[config.mk]
export PLATFORM = sky130hd
export DESIGN_NAME = charge_stage_selector_top
export DESIGN_NICKNAME = d
export VERILOG_FILES = /design/src/rtl/core/css_pkg.sv /design/src/rtl/core/charge_stage_selector_top.sv
export VERILOG_INCLUDE_DIRS = /design/src /design/src/rtl/core
export SDC_FILE = /design/constraint.sdc
export NUM_CORES = 1
export LEC_CHECK = 0
export ABC_AREA = 1
export BUFFER_PORTS_ARGS = -buffer_cell sky130_fd_sc_hd__buf_2
export CAP_MARGIN = 0
export CORE_MARGIN = 2
export CORE_UTILIZATION = 32
export DETAILED_ROUTE_END_ITERATION = 7
export MAX_ROUTING_LAYER = met4
export PLACE_DENSITY = 0.55
export SLEW_MARGIN = 15
export SYNTH_ARGS = -nofsm -noshare
export SYNTH_HDL_FRONTEND = slang
export SYNTH_SLANG_ARGS = --single-unit
[constraint.sdc]
create_clock -name clk -period 5.1 [get_ports clk]
set_input_delay 0.51 -clock clk [delete_from_list [all_inputs] [get_ports clk]]
set_output_delay 0.51 -clock clk [all_outputs]
set_load 0.005 [all_outputs]
[src/rtl/core/charge_stage_selector_top_assert.svh]
// Assertion macros for the charge stage selector.
// Both expect clk and rst_n in scope.
`ifndef CHARGE_STAGE_SELECTOR_TOP_ASSERT_SVH
`define CHARGE_STAGE_SELECTOR_TOP_ASSERT_SVH

// Consequent must hold in the same cycle as the antecedent.
`define CSS_ASSERT_NOW(lbl, ante, cons, msg) \
  lbl: assert property (@(posedge clk) disable iff (!rst_n) (ante) |-> (cons)) \
    else $error(msg);

// Consequent must hold in the cycle after the antecedent.
`define CSS_ASSERT_NEXT(lbl, ante, cons, msg) \
  lbl: assert property (@(posedge clk) disable iff (!rst_n) (ante) |=> (cons)) \
    else $error(msg);

`endif

[src/rtl/core/css_pkg.sv]
`timescale 1ns / 1ps

package css_pkg;

  // field widths
  localparam int unsigned SAMPLE_W = 12;
  localparam int unsigned TIMER_W  = 8;
  localparam int unsigned TCOUNT_W = 5;
  localparam int unsigned CFG_IDX_W = 3;

  // default tuning
  localparam int unsigned TRICKLE_SECONDS_DEF     = 60;
  localparam int unsigned FLOAT_DELAY_SECONDS_DEF = 60;
  localparam int unsigned TAPER_STEP_DEF          = 8;
  localparam int unsigned TAPER_MIN_DEF           = 64;

  // ticks per taper step, and margin below float voltage where taper may run
  localparam int unsigned TAPER_TICKS  = 25;
  localparam int unsigned TAPER_MARGIN = 4;

  // register map
  localparam logic [CFG_IDX_W-1:0] CFG_TRICKLE_VOLTAGE     = 3'd0;
  localparam logic [CFG_IDX_W-1:0] CFG_FLOAT_VOLTAGE       = 3'd1;
  localparam logic [CFG_IDX_W-1:0] CFG_CC_CV_VOLTAGE       = 3'd2;
  localparam logic [CFG_IDX_W-1:0] CFG_CV_VOLTAGE          = 3'd3;
  localparam logic [CFG_IDX_W-1:0] CFG_TRICKLE_CURRENT     = 3'd4;
  localparam logic [CFG_IDX_W-1:0] CFG_CC_CURRENT          = 3'd5;
  localparam logic [CFG_IDX_W-1:0] CFG_FLOAT_ENTRY_CURRENT = 3'd6;

  typedef enum logic [1:0] {
    STAGE_TRICKLE = 2'd0,
    STAGE_CC      = 2'd1,
    STAGE_TAPER   = 2'd2,
    STAGE_NONE    = 2'd3
  } stage_t;

endpackage

[src/rtl/core/charge_stage_selector_top.sv]
`timescale 1ns / 1ps

// Charge stage selector for a CC/CV charger. Each item is one control tick
// (battery voltage and current samples, voltage loop demand, one-second flag);
// each tick gives exactly one result: current reference, clamped voltage
// reference, charge stage (trickle, constant current, taper, or none) and the
// sticky float flag. A tick goes into the input register on acceptance and its
// result into the output register when that is empty or not stalled. One item
// is taken every cycle while the output is not stalled; the charger state
// (timers, taper counter, references, flags) is updated from the input register
// as the result is registered. An output stall holds the output register, and
// the input is stalled only once the input register is also full. Thresholds
// must be written via the cfg port while the block is idle; this is unchecked.

`include "charge_stage_selector_top_assert.svh"

module charge_stage_selector_top #(
  parameter int unsigned TRICKLE_SECONDS     = css_pkg::TRICKLE_SECONDS_DEF,
  parameter int unsigned FLOAT_DELAY_SECONDS = css_pkg::FLOAT_DELAY_SECONDS_DEF,
  parameter int unsigned TAPER_STEP          = css_pkg::TAPER_STEP_DEF,
  parameter int unsigned TAPER_MIN           = css_pkg::TAPER_MIN_DEF
) (
  input  logic                                clk,
  input  logic                                rst_n,
  // configuration
  input  logic                                cfg_we,
  input  logic [css_pkg::CFG_IDX_W-1:0]       cfg_index,
  input  logic [css_pkg::SAMPLE_W-1:0]        cfg_wdata,
  // ticks in
  input  logic                                in_valid,
  output logic                                in_stall,
  input  logic [css_pkg::SAMPLE_W-1:0]        in_vbat_sample,
  input  logic [css_pkg::SAMPLE_W-1:0]        in_ibat_sample,
  input  logic [css_pkg::SAMPLE_W-1:0]        in_vloop_out,
  input  logic                                in_second_elapsed,
  // results out
  output logic                                out_valid,
  input  logic                                out_stall,
  output logic [css_pkg::SAMPLE_W-1:0]        out_current_ref,
  output logic [css_pkg::SAMPLE_W-1:0]        out_voltage_ref,
  output logic [1:0]                          out_charge_stage,
  output logic                                out_float_active
);

  localparam int unsigned SW = css_pkg::SAMPLE_W;
  localparam int unsigned TW = css_pkg::TIMER_W;
  localparam int unsigned CW = css_pkg::TCOUNT_W;

  // configuration registers
  logic [SW-1:0] trickle_voltage_r, float_voltage_r, cc_cv_voltage_r, cv_voltage_r;
  logic [SW-1:0] trickle_current_r, cc_current_r, float_entry_current_r;

  // input register
  logic          s1_valid_r;
  logic [SW-1:0] vbat_r, ibat_r, vloop_r;
  logic          sec_r;

  // charger state
  logic [TW-1:0] trickle_timer_r, trickle_timer_nxt;
  logic          cc_entered_r, cc_entered_nxt;
  logic          taper_entered_r, taper_entered_nxt;
  logic [CW-1:0] taper_count_r, taper_count_nxt;
  logic [SW-1:0] current_ref_r, current_ref_nxt;
  logic [TW-1:0] float_timer_r, float_timer_nxt;
  logic          float_flag_r, float_flag_nxt;
  logic [SW-1:0] voltage_ref_r, voltage_ref_nxt;

  // output register
  logic                 out_valid_r;
  logic [SW-1:0]        out_current_ref_r, out_voltage_ref_r;
  css_pkg::stage_t      out_stage_r, stage_nxt;
  logic                 out_float_r;

  logic s1_adv, in_acc;

  assign s1_adv   = s1_valid_r && (!out_valid_r || !out_stall);
  assign in_stall = s1_valid_r && !s1_adv;
  assign in_acc   = in_valid && !in_stall;

  always_ff @(posedge clk) begin
    if (!rst_n) begin
      trickle_voltage_r     <= '0;
      float_voltage_r       <= '0;
      cc_cv_voltage_r       <= '0;
      cv_voltage_r          <= '0;
      trickle_current_r     <= '0;
      cc_current_r          <= '0;
      float_entry_current_r <= '0;
    end else if (cfg_we) begin
      unique case (cfg_index)
        css_pkg::CFG_TRICKLE_VOLTAGE:     trickle_voltage_r     <= cfg_wdata;
        css_pkg::CFG_FLOAT_VOLTAGE:       float_voltage_r       <= cfg_wdata;
        css_pkg::CFG_CC_CV_VOLTAGE:       cc_cv_voltage_r       <= cfg_wdata;
        css_pkg::CFG_CV_VOLTAGE:          cv_voltage_r          <= cfg_wdata;
        css_pkg::CFG_TRICKLE_CURRENT:     trickle_current_r     <= cfg_wdata;
        css_pkg::CFG_CC_CURRENT:          cc_current_r          <= cfg_wdata;
        css_pkg::CFG_FLOAT_ENTRY_CURRENT: float_entry_current_r <= cfg_wdata;
        default: ;
      endcase
    end
  end

  // stage selection and state update for the tick in the input register
  logic          trickle_sel, cc_sel, taper_sel;
  logic [CW:0]   taper_count_inc;
  logic          float_cond;
  logic [TW-1:0] float_timer_inc;
  logic [SW-1:0] ref_minus_step;

  always_comb begin
    trickle_sel = (vbat_r < trickle_voltage_r ||
                   {1'b0, trickle_timer_r} < (TW+1)'(TRICKLE_SECONDS)) && !cc_entered_r;
    cc_sel      = vbat_r < float_voltage_r && !taper_entered_r;
    taper_sel   = ({1'b0, vbat_r} + (SW+1)'(css_pkg::TAPER_MARGIN) >= {1'b0, float_voltage_r})
                  && vloop_r < cc_current_r;

    trickle_timer_nxt = trickle_timer_r;
    cc_entered_nxt    = cc_entered_r;
    taper_entered_nxt = taper_entered_r;
    taper_count_nxt   = taper_count_r;
    current_ref_nxt   = current_ref_r;
    stage_nxt         = css_pkg::STAGE_NONE;
    taper_count_inc   = {1'b0, taper_count_r} + (CW+1)'(1);
    ref_minus_step    = current_ref_r - SW'(TAPER_STEP);

    if (trickle_sel) begin
      // timer stops one past the limit and never wraps
      if (sec_r && {1'b0, trickle_timer_r} <= (TW+1)'(TRICKLE_SECONDS) &&
          trickle_timer_r != {TW{1'b1}})
        trickle_timer_nxt = trickle_timer_r + TW'(1);
      current_ref_nxt = trickle_current_r;
      stage_nxt       = css_pkg::STAGE_TRICKLE;
    end else if (cc_sel) begin
      current_ref_nxt = cc_current_r;
      cc_entered_nxt  = 1'b1;
      stage_nxt       = css_pkg::STAGE_CC;
    end else if (taper_sel) begin
      stage_nxt       = css_pkg::STAGE_TAPER;
      taper_count_nxt = taper_count_inc[CW-1:0];
      if (taper_count_inc >= (CW+1)'(css_pkg::TAPER_TICKS)) begin
        taper_count_nxt   = '0;
        taper_entered_nxt = 1'b1;
        if (current_ref_r < SW'(TAPER_STEP) || ref_minus_step < SW'(TAPER_MIN))
          current_ref_nxt = SW'(TAPER_MIN);
        else
          current_ref_nxt = ref_minus_step;
      end
    end

    float_cond      = vbat_r >= cc_cv_voltage_r && ibat_r < float_entry_current_r;
    float_timer_inc = (float_timer_r != {TW{1'b1}}) ? float_timer_r + TW'(1) : float_timer_r;
    float_timer_nxt = float_timer_r;
    float_flag_nxt  = float_flag_r;
    voltage_ref_nxt = voltage_ref_r;
    if (float_cond) begin
      if (sec_r) begin
        float_timer_nxt = float_timer_inc;
        if (float_timer_inc >= TW'(FLOAT_DELAY_SECONDS)) begin
          voltage_ref_nxt = float_voltage_r;
          float_flag_nxt  = 1'b1;
        end
      end
    end else begin
      float_timer_nxt = '0;
    end

    if (!float_flag_nxt)
      voltage_ref_nxt = cv_voltage_r;
    if (voltage_ref_nxt > cv_voltage_r)
      voltage_ref_nxt = cv_voltage_r;
  end

  always_ff @(posedge clk) begin
    if (!rst_n) begin
      s1_valid_r      <= 1'b0;
      out_valid_r     <= 1'b0;
      trickle_timer_r <= '0;
      cc_entered_r    <= 1'b0;
      taper_entered_r <= 1'b0;
      taper_count_r   <= '0;
      current_ref_r   <= '0;
      float_timer_r   <= '0;
      float_flag_r    <= 1'b0;
      voltage_ref_r   <= '0;
    end else begin
      if (in_acc)
        s1_valid_r <= 1'b1;
      else if (s1_adv)
        s1_valid_r <= 1'b0;

      if (s1_adv)
        out_valid_r <= 1'b1;
      else if (!out_stall)
        out_valid_r <= 1'b0;

      if (s1_adv) begin
        trickle_timer_r <= trickle_timer_nxt;
        cc_entered_r    <= cc_entered_nxt;
        taper_entered_r <= taper_entered_nxt;
        taper_count_r   <= taper_count_nxt;
        current_ref_r   <= current_ref_nxt;
        float_timer_r   <= float_timer_nxt;
        float_flag_r    <= float_flag_nxt;
        voltage_ref_r   <= voltage_ref_nxt;
      end
    end
  end

  // payload registers
  always_ff @(posedge clk) begin
    if (in_acc) begin
      vbat_r  <= in_vbat_sample;
      ibat_r  <= in_ibat_sample;
      vloop_r <= in_vloop_out;
      sec_r   <= in_second_elapsed;
    end
    if (s1_adv) begin
      out_current_ref_r <= current_ref_nxt;
      out_voltage_ref_r <= voltage_ref_nxt;
      out_stage_r       <= stage_nxt;
      out_float_r       <= float_flag_nxt;
    end
  end

  assign out_valid        = out_valid_r;
  assign out_current_ref  = out_current_ref_r;
  assign out_voltage_ref  = out_voltage_ref_r;
  assign out_charge_stage = out_stage_r;
  assign out_float_active = out_float_r;

  `CSS_ASSERT_NEXT(a_float_sticky, float_flag_r, float_flag_r, "float flag cleared")
  `CSS_ASSERT_NOW(a_taper_count_bound, 1'b1,
                  taper_count_r < CW'(css_pkg::TAPER_TICKS), "taper count past wrap")
  `CSS_ASSERT_NOW(a_trickle_timer_bound, 1'b1,
                  {1'b0, trickle_timer_r} <= (TW+1)'(TRICKLE_SECONDS) + (TW+1)'(1),
                  "trickle timer past limit")
  `CSS_ASSERT_NOW(a_accept_room, in_valid && !in_stall, !s1_valid_r || s1_adv,
                  "item accepted over a held item")

endmodule
==> metrics.yaml <==
sta:
  finalCritPeriodShare_pct: 87.1
  hold_violations: 0
  skew_ns: 0.0131
  period_needed_ns: 4.44
  worst_pin_slew_ns: 1.02
  setup_viol: 0
  max-slew-margin-rel_pct: 31.9
  rsz0062_at_grt: "false"
  setup_tns_ns: 0
  timing.final.ws_setup_ns: 0.656
  maxSlewViolCount: 0
  max_freq_mhz: 225
floorplanning:
  pin_count: 86
  start_util_pct: 32.3
  die_x_um: 185
  coreArea_um2: 32300
  die_h_um: 185
  die_area_um2: 34100
  rows: 66
worst_setup_path:
  crit_required_ns: 5.29
  worstRegToRegCells: 20
  path_class: "flip-flop to flip-flop"
  timing.critical_path.buf_inv: 2
  crit_family: "simple AND/OR/NAND/NOR gates"
  crit_chain: "ha_1, a21oi_1, o21ai_1, nand2_1, nand2_1, a21oi_1, nand2_1, nor2_1, buf_4, nand3_1, and3_1, ha_1, a21oi_1, o21ai_0, a221oi_1, nand2_1, nand2_1, inv_2, nand2_1, nand2_1"
  worstPathMaxFanout: 13
  r2r_start: "ibat_r[5]"
  worst_path_max_delay_cell: "a21oi_1"
  r2r_slack_ns: 0.66
  crit_top_cell: "nand2_1"
  cp-start-kind: "flip-flop"
  crit_arrival_ns: 4.64
  slowest_delay_ns: 0.49
  rr_endpoint: "out_voltage_ref[7]"
  crit_path_end_kind: "flip-flop"
clock_network:
  cts-resized-gates: 0
  cts_tree: "yes"
  cts_max_level: 4
  worst_skew_pair.late_latency_ns: 0.44
  clkTransAtPathRegs_ns: 0.08
  clockBufferDepth: 2
  cts_buffers: 17
  post_cts_buffers: 0
  cts-root-buf: "clkbuf_16"
  cts_sinks: 198
  cts_hold_buf: 0
placed_design:
  hpwl_mm: 19.2
  post-place-cells: 1837
  place_area_um2: 11300
  place_ws_ns: 0.767
  routabilityCongestion: 0.860
  portBuffers: 85
power_and_ir_drop:
  leakagePower_nw: 5.23
  irDropWorstVdd_mv: 0.160
  power_density_nw_per_um2: 300
  power.total_mw: 3.55
worst_hold_path:
  hold_depth: 1
  min_to: "ibat_r[0]"
  hp-class: "input port to flip-flop"
  worstHoldStart: "in_ibat_sample[0]"
cells_and_area:
  diodes: 0
  nets: 1557
  fill_cells: 3361
  drive_above_1_share_pct: 9.74
  area_growth_pct: 13.6
  fin_area_um2: 11800
  fin_cells: 1869
synth:
  synth_cell_types: 38
  synth_mux_area_share_pct: 0
  yosys_warnings: 0
  synth_seq_cells: 198
  synth_enable_flop_cells: 64
  synth-seq-area-share_pct: 44.1
  postSynth.asyncResetShare_pct: 0
  synth-xor-area-share_pct: 1.09
  synth_compound_area_share_pct: 14.0
  yosys.area_share.simple_pct: 21.5
  synth_area_um2: 10400
  synthAdderAreaFrac_pct: 10.3
  synth.avg_cell_area_um2: 7.73
  synth_fp_nets: 1492
  synth_flop_cell: "dfxtp_1"
  synth_cells: 1349
  synth_top_family_by_area: "simple AND/OR/NAND/NOR gates"
global_routing:
  track_usage_pct: 16.6
  grt_antenna_before_repair: 0
  overflow: 0
  grt_max_degree: 56
  grt_pass1_wl_mm: 42.9
  grt_pass1_vias: 8195
detailed_routing:
  vias: 8756
  drt_iter0_drc: 560
  drcViolationCount: 0
  viasPerCell: 4.68
  ant_nets: 0
  drt-total-wl_mm: 26.4
  drt_pre_antenna_iters: 4
  routedWlPerCell_um: 14.2
run:
  cap_viol_max_count: 0
run_status:
  outcome: "completed"
==> power by group <==
group | internal [mW] | total [mW] | leakage, nW | switching [mW]
clock | 0.651 | 1.32 | 0.275 | 0.674
combinational | 0.168 | 0.489 | 3.24 | 0.321
sequential | 1.70 | 1.74 | 1.71 | 0.0388
==> cells in the final DEF (no fill, tap or decap), types with 7 or more instances in the layout <==
cell / n
a21oi_1: 137
nor2_1: 131
and3_1: 11
xor2_1: 9
nand2_1: 255
nand3_1: 83
buf_4: 7
o21ai_1: 10
clkbuf_16: 17
ha_1: 86
edfxtp_1: 64
inv_1: 186
inv_2: 9
nor3_1: 9
buf_2: 85
o21ai_0: 119
dfxtp_1: 134
nand4_1: 23
==> cell usage after synthesis, types with 3 or more instances <==
cell type,count,share of area (%)
xor2_1,9,0.76
o21a_1,4,0.29
buf_2,4,0.19
a21oi_1,137,6.6
buf_1,4,0.14
nand3_1,83,4.0
xnor2_1,4,0.34
inv_2,9,0.32
clkbuf_1,36,1.3
inv_1,186,6.7
o21ai_1,10,0.48
edfxtp_1,64,18
o211ai_1,3,0.22
and3_1,11,0.66
nand3b_1,4,0.29
nor3_1,9,0.43
nand2_1,255,9.2
o21ai_0,119,5.7
nand4_1,23,1.4
ha_1,86,10
nor2_1,132,4.7
dfxtp_1,134,26
==> worst reg2reg max path: cells and delay by family, from the launching register on <==
| kind | cells | cell delay, ns |
|---|---|---|
| simple gates | 10 | 1.53 |
| compound gates | 6 | 1.23 |
| fa+ha+maj | 2 | 0.60 |
| buf+inv | 2 | 0.44 |
| flops | 1 | 0.38 |
==> metrics by stage <==
stage                     util (%)  hold slack, ns
after floorplan                  -           0.407
after global placement        34.9           0.419
after detailed placement      34.9           0.420
after CTS                     36.7           0.216
after global routing          36.7           0.224
final                         36.7           0.238
==> cells by family after synthesis <==
family	Yosys count
DFF	198
adders and majority gates	86
and+or+nand+nor	527
xor gates and xnor gates	13
buffers and inverters	243
AOI/OAI and AO/OA	282
==> layout make-up <==
type / instances / area (um^2) / area share [%]
Clock buffer: 18 / 429 / 3.62
Inverter: 197 / 739 / 6.24
Timing Repair Buffer: 92 / 478 / 4.04
Multi-Input combinational cell: 908 / 4900 / 41.4
Clock inverter: 14 / 139 / 1.17
Sequential cell: 198 / 4600 / 38.9
Tap cell: 442 / 553 / 4.67
==> state kept, by name (all words and copies together), names as in the netlist, 12 cells and up <==
register / flops
cv_voltage_r: 12
vbat_r: 12
cc_current_r: 12
out_voltage_ref: 12
float_voltage_r: 12
out_current_ref: 12
trickle_voltage_r: 12
vloop_r: 12
ibat_r: 12
trickle_current_r: 12
cc_cv_voltage_r: 12
voltage_ref_r: 12
current_ref_r: 12
float_entry_current_r: 12
==> routing by layer <==
layer  share of wire, %  wire length [um]  track usage [%]  up-vias
met1                 51             13600             23.5     3965
li1                   -                 -                -     4581
met2                 42             11100             24.4      182
met4                2.0               527             4.96        0
met3                4.7              1250             2.53       28
met5                  0                 0                -        -
==> how the worst max path moves through the flow <==
stage                     depth (start not counted)                      from  slack [ns]                   to
final                                            20                 ibat_r[5]        0.66   out_voltage_ref[7]
after global routing                             23  float_entry_current_r[7]        0.37     voltage_ref_r[4]
after CTS                                        20                 ibat_r[7]        0.75   out_voltage_ref[7]
after detailed placement                         20                 ibat_r[7]        0.77   out_voltage_ref[7]
after global placement                           20                 ibat_r[7]        0.77  out_voltage_ref[11]
after floorplan                                  20                 vbat_r[5]        1.65   out_voltage_ref[0]
(Power assumes the default switching activity.)
